$ cat config.mk
export PLATFORM = sky130hd
export DESIGN_NAME = lowest_id_leader_election_flat
export DESIGN_NICKNAME = d
export VERILOG_FILES = /design/src/lle_pkg.sv /design/src/lle_channels.sv /design/src/lle_csr_regs.sv /design/src/lowest_id_leader_election.sv /design/src/flat_wrapper.sv
export SDC_FILE = /design/constraint.sdc
export NUM_CORES = 1
export LEC_CHECK = 0
export BUFFER_PORTS_ARGS = -buffer_cell sky130_fd_sc_hd__buf_4
export CORE_ASPECT_RATIO = 1.5
export CORE_MARGIN = 2
export CORE_UTILIZATION = 50
export CTS_CLUSTER_SIZE = 40
export DETAILED_ROUTE_END_ITERATION = 12
export GPL_TIMING_DRIVEN = 0
export PLACE_DENSITY = 0.75
export SLEW_MARGIN = 20
export SYNTH_ARGS = -nofsm -noshare
export SYNTH_HDL_FRONTEND = slang
export SYNTH_SLANG_ARGS = --single-unit
$ cat constraint.sdc
create_clock -name clock -period 16.3 [get_ports clock]
set_clock_uncertainty 0.05 [all_clocks]
set_input_delay 1.63 -clock clock [delete_from_list [all_inputs] [get_ports clock]]
set_output_delay 1.63 -clock clock [all_outputs]
set_load 0.005 [all_outputs]
$ cat src/lle_pkg.sv
// ----------------------------------------------------------------------------
// lle_pkg
// Types and constants shared by the leader election block and its channels.
// ----------------------------------------------------------------------------
`default_nettype none

package lle_pkg;

   localparam int TIME_W      = 32;
   localparam int ID_W        = 48;
   localparam int PEERS_W     = 7;
   localparam int CHECKS_W    = 8;
   localparam int CSR_INDEX_W = 3;
   localparam int CSR_DATA_W  = 48;

   localparam logic [CHECKS_W-1:0] CHECKS_MAX = '1;

   localparam logic                MESH_ATTACHED_RST = 1'b1;
   localparam logic [ID_W-1:0]     OWN_ID_RST        = '0;
   localparam logic [TIME_W-1:0]   WAIT_TIMEOUT_RST  = 32'd5000;
   localparam logic [TIME_W-1:0]   HOLD_TIME_RST     = 32'd3000;
   localparam logic [CHECKS_W-1:0] CHECKS_NEEDED_RST = 8'd3;

   typedef enum logic [1:0] {
      PH_WAIT      = 2'd0,
      PH_STABILIZE = 2'd1,
      PH_ELECT     = 2'd2,
      PH_STABLE    = 2'd3
   } phase_type;

   typedef enum logic [1:0] {
      ROLE_STANDBY = 2'd0,
      ROLE_MASTER  = 2'd1,
      ROLE_SLAVE   = 2'd2
   } role_type;

   typedef enum logic [CSR_INDEX_W-1:0] {
      CSR_MESH_ATTACHED = 3'd0,
      CSR_OWN_ID        = 3'd1,
      CSR_WAIT_TIMEOUT  = 3'd2,
      CSR_HOLD_TIME     = 3'd3,
      CSR_CHECKS_NEEDED = 3'd4
   } csr_index_type;

   typedef struct packed {
      logic                mesh_attached;
      logic [ID_W-1:0]     own_id;
      logic [TIME_W-1:0]   wait_timeout;
      logic [TIME_W-1:0]   hold_time;
      logic [CHECKS_W-1:0] checks_needed;
   } cfg_type;

endpackage

`default_nettype wire

$ cat src/lle_channels.sv
// ----------------------------------------------------------------------------
// lle channels
// Valid/ready channel interfaces for polls, results and register writes.
// ----------------------------------------------------------------------------
`default_nettype none

interface lle_req_if;
   import lle_pkg::*;
   logic               valid;
   logic               ready;
   logic [TIME_W-1:0]  now_ms;
   logic [PEERS_W-1:0] online_peers;
   logic [ID_W-1:0]    lowest_peer_id;

   modport source (output valid, now_ms, online_peers, lowest_peer_id, input ready);
   modport sink   (input valid, now_ms, online_peers, lowest_peer_id, output ready);
endinterface

interface lle_rsp_if;
   logic       valid;
   logic       ready;
   logic [1:0] role;
   logic [1:0] phase;
   logic       election_done;

   modport source (output valid, role, phase, election_done, input ready);
   modport sink   (input valid, role, phase, election_done, output ready);
endinterface

interface lle_csr_if;
   import lle_pkg::*;
   logic                   valid;
   logic                   ready;
   logic [CSR_INDEX_W-1:0] index;
   logic [CSR_DATA_W-1:0]  data;

   modport source (output valid, index, data, input ready);
   modport sink   (input valid, index, data, output ready);
endinterface

`default_nettype wire

$ cat src/lle_csr_regs.sv
// ----------------------------------------------------------------------------
// lle_csr_regs
// Configuration register file; always ready, unknown indexes are dropped.
// ----------------------------------------------------------------------------
`default_nettype none

module lle_csr_regs (
   input  wire logic        clock,
   input  wire logic        reset,
   lle_csr_if.sink          csr_ch,
   output lle_pkg::cfg_type cfg
);
   import lle_pkg::*;

   cfg_type cfg_ff;
   cfg_type cfg_in;

   assign csr_ch.ready = 1'b1;
   assign cfg          = cfg_ff;

   always_comb begin
      cfg_in = cfg_ff;
      if (csr_ch.valid) begin
         case (csr_index_type'(csr_ch.index))
            CSR_MESH_ATTACHED: cfg_in.mesh_attached = csr_ch.data[0];
            CSR_OWN_ID:        cfg_in.own_id        = csr_ch.data[ID_W-1:0];
            CSR_WAIT_TIMEOUT:  cfg_in.wait_timeout  = csr_ch.data[TIME_W-1:0];
            CSR_HOLD_TIME:     cfg_in.hold_time     = csr_ch.data[TIME_W-1:0];
            CSR_CHECKS_NEEDED: cfg_in.checks_needed = csr_ch.data[CHECKS_W-1:0];
            default:           cfg_in = cfg_ff;
         endcase
      end
   end

   always_ff @(posedge clock) begin
      if (reset) begin
         cfg_ff.mesh_attached <= MESH_ATTACHED_RST;
         cfg_ff.own_id        <= OWN_ID_RST;
         cfg_ff.wait_timeout  <= WAIT_TIMEOUT_RST;
         cfg_ff.hold_time     <= HOLD_TIME_RST;
         cfg_ff.checks_needed <= CHECKS_NEEDED_RST;
      end else begin
         cfg_ff <= cfg_in;
      end
   end

endmodule

`default_nettype wire

$ cat src/lowest_id_leader_election.sv
// ----------------------------------------------------------------------------
// lowest_id_leader_election
// Polled leader election: wait, let the peer count settle, then elect the
// lowest identifier; watch for lower peers or lost peers once stable.
// ----------------------------------------------------------------------------
//   channel  dir  carries
//   req_ch   in   now_ms, online_peers, lowest_peer_id (one poll)
//   rsp_ch   out  role, phase, election_done (one result per poll)
//   csr_ch   in   index, data (register write, always ready)
//
// One poll per cycle sustained while rsp_ch is ready; each poll passes
// through the poll register, then the phase/role update stage, whose state is
// the result. Synchronous reset puts the block in waiting/standby with default
// registers. A stalled result holds the update stage; the poll register still
// takes one more poll, after which req_ch.ready drops.
// ----------------------------------------------------------------------------
`default_nettype none

module lowest_id_leader_election #(
   parameter int ID_BITS   = 48,
   parameter int MAX_PEERS = 64
) (
   input  wire logic clock,
   input  wire logic reset,
   lle_req_if.sink   req_ch,
   lle_rsp_if.source rsp_ch,
   lle_csr_if.sink   csr_ch
);
   import lle_pkg::*;

   localparam int CNT_W  = $clog2(MAX_PEERS + 1);
   localparam int WIDE_W = PEERS_W + 1;
   localparam int CMP_W  = (ID_BITS < ID_W) ? ID_BITS : ID_W;

   cfg_type cfg;

   lle_csr_regs u_csr (
      .clock  (clock),
      .reset  (reset),
      .csr_ch (csr_ch),
      .cfg    (cfg)
   );

   // poll register
   logic              in_valid_ff, in_valid_in;
   logic [TIME_W-1:0] now_ff;
   logic [CNT_W-1:0]  count_ff;
   logic [ID_W-1:0]   peer_ff;

   // election state, which is also the result register
   logic                out_valid_ff, out_valid_in;
   phase_type           phase_ff, phase_in;
   role_type            role_ff, role_in;
   logic                started_ff, started_in;
   logic [TIME_W-1:0]   wait_start_ff, wait_start_in;
   logic [TIME_W-1:0]   stable_since_ff, stable_since_in;
   logic [CNT_W-1:0]    last_count_ff, last_count_in;
   logic [CHECKS_W-1:0] checks_ff, checks_in;

   logic                advance;
   logic                accept;
   logic [WIDE_W-1:0]   peers_wide;
   logic [WIDE_W-1:0]   peers_clamped;
   logic [TIME_W-1:0]   wait_origin;
   logic [TIME_W-1:0]   wait_elapsed;
   logic [TIME_W-1:0]   hold_elapsed;
   logic [CHECKS_W-1:0] checks_next;
   logic                peer_lower;
   logic                no_peers;

   assign advance      = in_valid_ff && (!out_valid_ff || rsp_ch.ready);
   assign req_ch.ready = !in_valid_ff || !out_valid_ff || rsp_ch.ready;
   assign accept       = req_ch.valid && req_ch.ready;

   assign peers_wide    = {1'b0, req_ch.online_peers};
   assign peers_clamped = (peers_wide > WIDE_W'(MAX_PEERS)) ? WIDE_W'(MAX_PEERS)
                                                            : peers_wide;

   always_comb begin
      in_valid_in = in_valid_ff;
      if (accept) begin
         in_valid_in = 1'b1;
      end else if (advance) begin
         in_valid_in = 1'b0;
      end
   end

   always_comb begin
      out_valid_in = out_valid_ff;
      if (advance) begin
         out_valid_in = 1'b1;
      end else if (rsp_ch.ready) begin
         out_valid_in = 1'b0;
      end
   end

   // first poll after reset with the mesh attached stamps the wait start
   assign wait_origin  = started_ff ? wait_start_ff : now_ff;
   assign wait_elapsed = now_ff - wait_origin;
   assign hold_elapsed = now_ff - stable_since_ff;
   assign checks_next  = (checks_ff == CHECKS_MAX) ? checks_ff : checks_ff + 1'b1;
   assign peer_lower   = peer_ff[CMP_W-1:0] < cfg.own_id[CMP_W-1:0];
   assign no_peers     = (count_ff == '0);

   // next phase
   always_comb begin
      phase_in = phase_ff;
      if (!cfg.mesh_attached) begin
         phase_in = PH_STABLE;
      end else begin
         case (phase_ff)
            PH_WAIT: begin
               if (wait_elapsed >= cfg.wait_timeout) phase_in = PH_STABILIZE;
            end
            PH_STABILIZE: begin
               if (count_ff == last_count_ff && hold_elapsed >= cfg.hold_time &&
                   checks_next >= cfg.checks_needed) begin
                  phase_in = PH_ELECT;
               end
            end
            PH_ELECT: begin
               phase_in = PH_STABLE;
            end
            default: begin
               if (role_ff == ROLE_SLAVE && no_peers) phase_in = PH_ELECT;
            end
         endcase
      end
   end

   // role, stamps and check counter
   always_comb begin
      role_in         = role_ff;
      started_in      = started_ff;
      wait_start_in   = wait_start_ff;
      stable_since_in = stable_since_ff;
      last_count_in   = last_count_ff;
      checks_in       = checks_ff;
      if (!cfg.mesh_attached) begin
         role_in = ROLE_MASTER;
      end else begin
         started_in    = 1'b1;
         wait_start_in = wait_origin;
         case (phase_ff)
            PH_WAIT: begin
               if (wait_elapsed >= cfg.wait_timeout) begin
                  stable_since_in = now_ff;
                  last_count_in   = count_ff;
               end
            end
            PH_STABILIZE: begin
               if (count_ff != last_count_ff) begin
                  stable_since_in = now_ff;
                  last_count_in   = count_ff;
                  checks_in       = '0;
               end else if (hold_elapsed >= cfg.hold_time) begin
                  checks_in = checks_next;
               end
            end
            PH_ELECT: begin
               role_in = (no_peers || !peer_lower) ? ROLE_MASTER : ROLE_SLAVE;
            end
            default: begin
               // anything but slave behaves as master here
               if (role_ff != ROLE_SLAVE && !no_peers && peer_lower) begin
                  role_in = ROLE_SLAVE;
               end
            end
         endcase
      end
   end

   always_ff @(posedge clock) begin
      if (accept) begin
         now_ff   <= req_ch.now_ms;
         count_ff <= peers_clamped[CNT_W-1:0];
         peer_ff  <= req_ch.lowest_peer_id;
      end
   end

   always_ff @(posedge clock) begin
      if (reset) begin
         in_valid_ff     <= 1'b0;
         out_valid_ff    <= 1'b0;
         phase_ff        <= PH_WAIT;
         role_ff         <= ROLE_STANDBY;
         started_ff      <= 1'b0;
         wait_start_ff   <= '0;
         stable_since_ff <= '0;
         last_count_ff   <= '0;
         checks_ff       <= '0;
      end else begin
         in_valid_ff  <= in_valid_in;
         out_valid_ff <= out_valid_in;
         if (advance) begin
            phase_ff        <= phase_in;
            role_ff         <= role_in;
            started_ff      <= started_in;
            wait_start_ff   <= wait_start_in;
            stable_since_ff <= stable_since_in;
            last_count_ff   <= last_count_in;
            checks_ff       <= checks_in;
         end
      end
   end

   assign rsp_ch.valid         = out_valid_ff;
   assign rsp_ch.role          = role_ff;
   assign rsp_ch.phase         = phase_ff;
   assign rsp_ch.election_done = (phase_ff == PH_STABLE);

`ifndef ASSERT_OFF
   // once stable, an election has named a role
   a_stable_has_role: assert property (@(posedge clock) disable iff (reset)
      (out_valid_ff && phase_ff == PH_STABLE) |-> (role_ff != ROLE_STANDBY))
      else $error("stable phase with standby role");

   // state only moves when a poll passes into the result stage
   a_state_holds: assert property (@(posedge clock) disable iff (reset)
      !advance |=> ($stable(phase_ff) && $stable(role_ff) && $stable(checks_ff)))
      else $error("election state changed without a poll");

   // a detached block reports master and stable
   a_detached_master: assert property (@(posedge clock) disable iff (reset)
      (advance && !cfg.mesh_attached) |=> (role_ff == ROLE_MASTER && phase_ff == PH_STABLE))
      else $error("detached block not master and stable");
`endif

endmodule

`default_nettype wire
$ cat src/flat_wrapper.sv
// flat-port wrapper written by rule: the top's interface ports become plain ports
module lowest_id_leader_election_flat import lle_pkg::*;
#(
   parameter int ID_BITS   = 48,
   parameter int MAX_PEERS = 64
)
  (clock, reset, req_ch_valid, req_ch_now_ms, req_ch_online_peers, req_ch_lowest_peer_id, req_ch_ready, rsp_ch_valid, rsp_ch_role, rsp_ch_phase, rsp_ch_election_done, rsp_ch_ready, csr_ch_valid, csr_ch_index, csr_ch_data, csr_ch_ready);
  lle_req_if req_ch_i ();
  lle_rsp_if rsp_ch_i ();
  lle_csr_if csr_ch_i ();
  input  wire logic clock;
  input  wire logic reset;
  input wire logic [$bits(req_ch_i.valid)-1:0] req_ch_valid;
  input wire logic [$bits(req_ch_i.now_ms)-1:0] req_ch_now_ms;
  input wire logic [$bits(req_ch_i.online_peers)-1:0] req_ch_online_peers;
  input wire logic [$bits(req_ch_i.lowest_peer_id)-1:0] req_ch_lowest_peer_id;
  output wire logic [$bits(req_ch_i.ready)-1:0] req_ch_ready;
  output wire logic [$bits(rsp_ch_i.valid)-1:0] rsp_ch_valid;
  output wire logic [$bits(rsp_ch_i.role)-1:0] rsp_ch_role;
  output wire logic [$bits(rsp_ch_i.phase)-1:0] rsp_ch_phase;
  output wire logic [$bits(rsp_ch_i.election_done)-1:0] rsp_ch_election_done;
  input wire logic [$bits(rsp_ch_i.ready)-1:0] rsp_ch_ready;
  input wire logic [$bits(csr_ch_i.valid)-1:0] csr_ch_valid;
  input wire logic [$bits(csr_ch_i.index)-1:0] csr_ch_index;
  input wire logic [$bits(csr_ch_i.data)-1:0] csr_ch_data;
  output wire logic [$bits(csr_ch_i.ready)-1:0] csr_ch_ready;
  assign req_ch_i.valid = req_ch_valid;
  assign req_ch_i.now_ms = req_ch_now_ms;
  assign req_ch_i.online_peers = req_ch_online_peers;
  assign req_ch_i.lowest_peer_id = req_ch_lowest_peer_id;
  assign req_ch_ready = req_ch_i.ready;
  assign rsp_ch_valid = rsp_ch_i.valid;
  assign rsp_ch_role = rsp_ch_i.role;
  assign rsp_ch_phase = rsp_ch_i.phase;
  assign rsp_ch_election_done = rsp_ch_i.election_done;
  assign rsp_ch_i.ready = rsp_ch_ready;
  assign csr_ch_i.valid = csr_ch_valid;
  assign csr_ch_i.index = csr_ch_index;
  assign csr_ch_i.data = csr_ch_data;
  assign csr_ch_ready = csr_ch_i.ready;
  lowest_id_leader_election #(.ID_BITS(ID_BITS), .MAX_PEERS(MAX_PEERS)) u_core (.clock(clock), .reset(reset), .req_ch(req_ch_i), .rsp_ch(rsp_ch_i), .csr_ch(csr_ch_i));
endmodule
==> flow_summary.toml <==
[run_status]
status = "completed"

[power]
pwr_density_cell_mw_per_mm2 = 104
total_leakage_power_nw = 7.92
max-vdd-ir-drop_uv = 88.2

[critical_path]
rr_endpoint = "u_core.last_count_ff[0]$_SDFFE_PP0P_"
setup.worst_path.start_class = "register"
cp.required_ns = 16.69
timing.setup.critical_path_class = "reg -> reg"
ff2ff_path_depth = 27
timing.critical_path.arrival_ns = 8.76
regToRegStartpoint = "u_core.started_ff$_SDFFE_PP0P_"
critical_path.max_fanout = 10
timing.critical_path.to_type = "register"
reg2reg_setup_slack_ns = 7.93

[timing]
report.final.slew_viol_count = 0
tightest_slew_ns = 1.05
finalSetupTns_ns = 0
timing.slew.headroom_pct = 29.6
worst_hold_slack_ns = 0.403
setup_viol = 0
grt_setup_unrepaired = "false"
finalCriticalPeriod_ns = 8.37
layout_worst_path_cycle_share_pct = 51.4
max_freq_ghz = 0.119
hold_violations = 0

[routing]
viasPerCell = 5.45
wirelength_um = 41700
routed-via-count = 13400
first_iter_violations = 573
drc_errors = 0
detail_route.first_pass.iterations = 5
routedWlPerCell_um = 17.0
drt.antenna.violating_nets = 0

[layout]
synthToLayoutAreaGrowth_pct = 16.4
layout.nets = 2354
post_layout_nonfiller_instances = 2460
commonest_cells_after_routing_fill_and_taps_aside = "285 x sky130_fd_sc_hd__nand2_1, 207 x sky130_fd_sc_hd__dfxtp_1, 195 x sky130_fd_sc_hd__a21oi_1, 188 x sky130_fd_sc_hd__ha_1, 178 x sky130_fd_sc_hd__inv_1"
layout_commonest_cell = "sky130_fd_sc_hd__nand2_1"
finalCoreUtilization_pct = 58.9
final_layout_size_suffix_gt1_share_pct = 10.9

[floorplan]
design.core.area_mm2 = 0.0324
die_height_um = 226
starting_density_pct = 50.6
row_count = 81
die_width_um = 152
num_io_pins = 151
floorplan.die_area_mm2 = 0.0343

[synth]
synth_seq_area_share_pct = 41.2
post_synth_num_cell_types = 67
share_of_synthesized_flip_flops_with_an_asynchronous_set_or_reset_pct = 0
syn_inst = 1840
syn-num-nets = 2173
count_of_flip_flops_with_a_built_in_enable_after_synthesis = 87
synth_area_per_cell_um2 = 8.92
count_of_yosys_warnings_during_synthesis = 0
post_synth_instance_area_mm2 = 0.0164
postSynth.topFlopCell = "sky130_fd_sc_hd__dfxtp_1"
postSynthRegisterBits = 294

[hold_path]
timing.hold.worst_endpoint = "u_core.u_csr.cfg[70]$_SDFFE_PP0P_"
hp-class = "reg -> reg"
startpoint_of_the_lowest_slack_hold_path = "u_core.u_csr.cfg[70]$_SDFFE_PP0P_"
min_path_cells = 2

[clocking]
cts.sinks = 294
root_buffer = "sky130_fd_sc_hd__clkbuf_16"
cts_h_tree_lvls = 1
cts.hold.buffers_added = 0
insertion_delay_ns = 0.57
cts_tree = "yes"
postCtsSetupBuffers = 0
cts.path.max_buffers = 3
clkTransAtPathRegs_ns = 0.07
cts_repair_resize_count = 0
cts_inserted_buffers = 29

[global_routing]
grt.met1_usage_pct = 26.0
grt_pass1_vias = 13500
grt_pass1_wl_um = 66600
grt_use_met2_pct = 44.9
globalRouteTotalUtil_pct = 23.9
met3_usage_in_global_routing_pct = 3.19
grt_busiest_layer = "met2"
maximum_number_of_pins_on_one_net_before_global_route_repair = 47
grt_antenna_before_repair = 2
grt_remaining_overflow = 0

[run]
timing.max_cap.violations = 0

[placement]
port_buffers = 149
dp_hpwl_um = 32500
number_of_instances_in_the_placed_design = 2405
gp_congestion = 0.911
[flip-flops by register name (all words and copies together), names as in the netlist]
name / cells
u_core.u_csr.cfg: 121
u_core.peer_ff: 48
u_core.now_ff: 32
u_core.stable_since_ff: 32
u_core.wait_start_ff: 32
u_core.checks_ff: 8
u_core.count_ff: 7
u_core.last_count_ff: 7
u_core.rsp_ch.phase: 2
u_core.rsp_ch.role: 2
u_core.in_valid_ff: 1
u_core.rsp_ch.valid: 1
u_core.started_ff: 1
[kinds of logic (layout without fill, tap and decap cells)]
logic type,Yosys count,count (layout),synth area share [%]
buffers and inverters,243,446,5.60
flip-flops,294,294,41.2
XOR/XNOR,70,70,3.74
other,1,3,0.0228
AO/OA/AOI/OAI,419,419,15.7
multiplexers,70,70,4.27
adder cells (fa/ha/maj),190,190,14.6
AND/OR/NAND/NOR,553,553,15.0
[stage by stage]
step	worst slack [ns]	total power, W	area, um2
2_1_floorplan	10.29	0.00114	16400
3_3_place_gp	8.26	0.00126	18100
3_5_place_dp	8.14	0.00128	18100
4_1_cts	8.09	0.00200	19100
5_1_grt	7.55	0.00209	19100
6_report	7.93	0.00199	19100
[layout make-up]
type	count	area, um2
Clock buffer	34	797
Tap cell	415	519
Buffer	65	250
Timing Repair Buffer	150	1140
Antenna cell	2	5.00
Multi-Input combinational cell	1303	8740
Inverter	178	668
Clock inverter	19	228
Sequential cell	294	6760
Fill cell	2857	13300
[Yosys cell counts, drive strengths merged (12+ instances only)]
library cell	n	area, um2
inv	178	668
o21ai	52	260
nand2b	19	119
dfxtp	207	4140
and3	12	75.1
nor2b	25	156
nor3	17	85.1
nor2	116	435
a21o	66	499
nand3	17	85.1
xnor2	47	412
a21oi	197	993
nand4	22	138
nand3b	18	135
a211oi	36	270
xor2	23	201
mux2i	70	701
nand2	285	1070
ha	188	2350
edfxtp	87	2610
clkbuf	55	206
[power breakdown]
group	leakage, nW	internal (W)	switching [W]
Sequential	2.53	0.000790	0.0000230
Clock	0.509	0.000429	0.000297
Combinational	4.87	0.000202	0.000250
Total	7.92	0.00142	0.000570
[worst max path at each step]
stage | startpoint | endpoint | cells past startpoint
after floorplan | u_core.started_ff$_SDFFE_PP0P_ | u_core.last_count_ff[0]$_SDFFE_PP0P_ | 27
after CTS | u_core.started_ff$_SDFFE_PP0P_ | u_core.last_count_ff[0]$_SDFFE_PP0P_ | 27
final | u_core.started_ff$_SDFFE_PP0P_ | u_core.last_count_ff[0]$_SDFFE_PP0P_ | 27
after global placement | u_core.started_ff$_SDFFE_PP0P_ | u_core.last_count_ff[0]$_SDFFE_PP0P_ | 27
after detailed placement | u_core.started_ff$_SDFFE_PP0P_ | u_core.last_count_ff[0]$_SDFFE_PP0P_ | 27
after global routing | u_core.started_ff$_SDFFE_PP0P_ | u_core.last_count_ff[3]$_SDFFE_PP0P_ | 27
[per-layer routing]
metal	share of wire (%)	wire length (um)
met1	39	16200
met2	51	21300
met3	5.0	2070
met5	0	0
met4	5.2	2150
[worst max-delay path, stage by stage, from the launching register on]
cell and delay (ns):
sky130_fd_sc_hd__dfxtp_1 0.30, sky130_fd_sc_hd__clkbuf_1 0.58, sky130_fd_sc_hd__buf_1 0.61, sky130_fd_sc_hd__nand2_1 0.10, sky130_fd_sc_hd__o21ai_0 0.15, sky130_fd_sc_hd__ha_1 0.24, sky130_fd_sc_hd__inv_1 0.06, sky130_fd_sc_hd__fa_1 0.43
sky130_fd_sc_hd__a211oi_1 0.30, sky130_fd_sc_hd__o21ai_0 0.19, sky130_fd_sc_hd__a21o_1 0.22, sky130_fd_sc_hd__o311ai_0 0.52, sky130_fd_sc_hd__nand2_1 0.22, sky130_fd_sc_hd__nor3_1 0.21, sky130_fd_sc_hd__o21ai_0 0.26, sky130_fd_sc_hd__a31o_2 0.33
sky130_fd_sc_hd__a311oi_1 0.34, sky130_fd_sc_hd__xnor2_1 0.21, sky130_fd_sc_hd__ha_1 0.29, sky130_fd_sc_hd__nor2b_1 0.13, sky130_fd_sc_hd__o21ai_0 0.14, sky130_fd_sc_hd__nand3b_1 0.08, sky130_fd_sc_hd__a2111oi_0 0.80, sky130_fd_sc_hd__a2111o_1 0.33
sky130_fd_sc_hd__buf_2 0.42, sky130_fd_sc_hd__buf_2 0.39, sky130_fd_sc_hd__mux2i_1 0.26, sky130_fd_sc_hd__nor2_1 0.06
(Power assumes the default switching activity.)
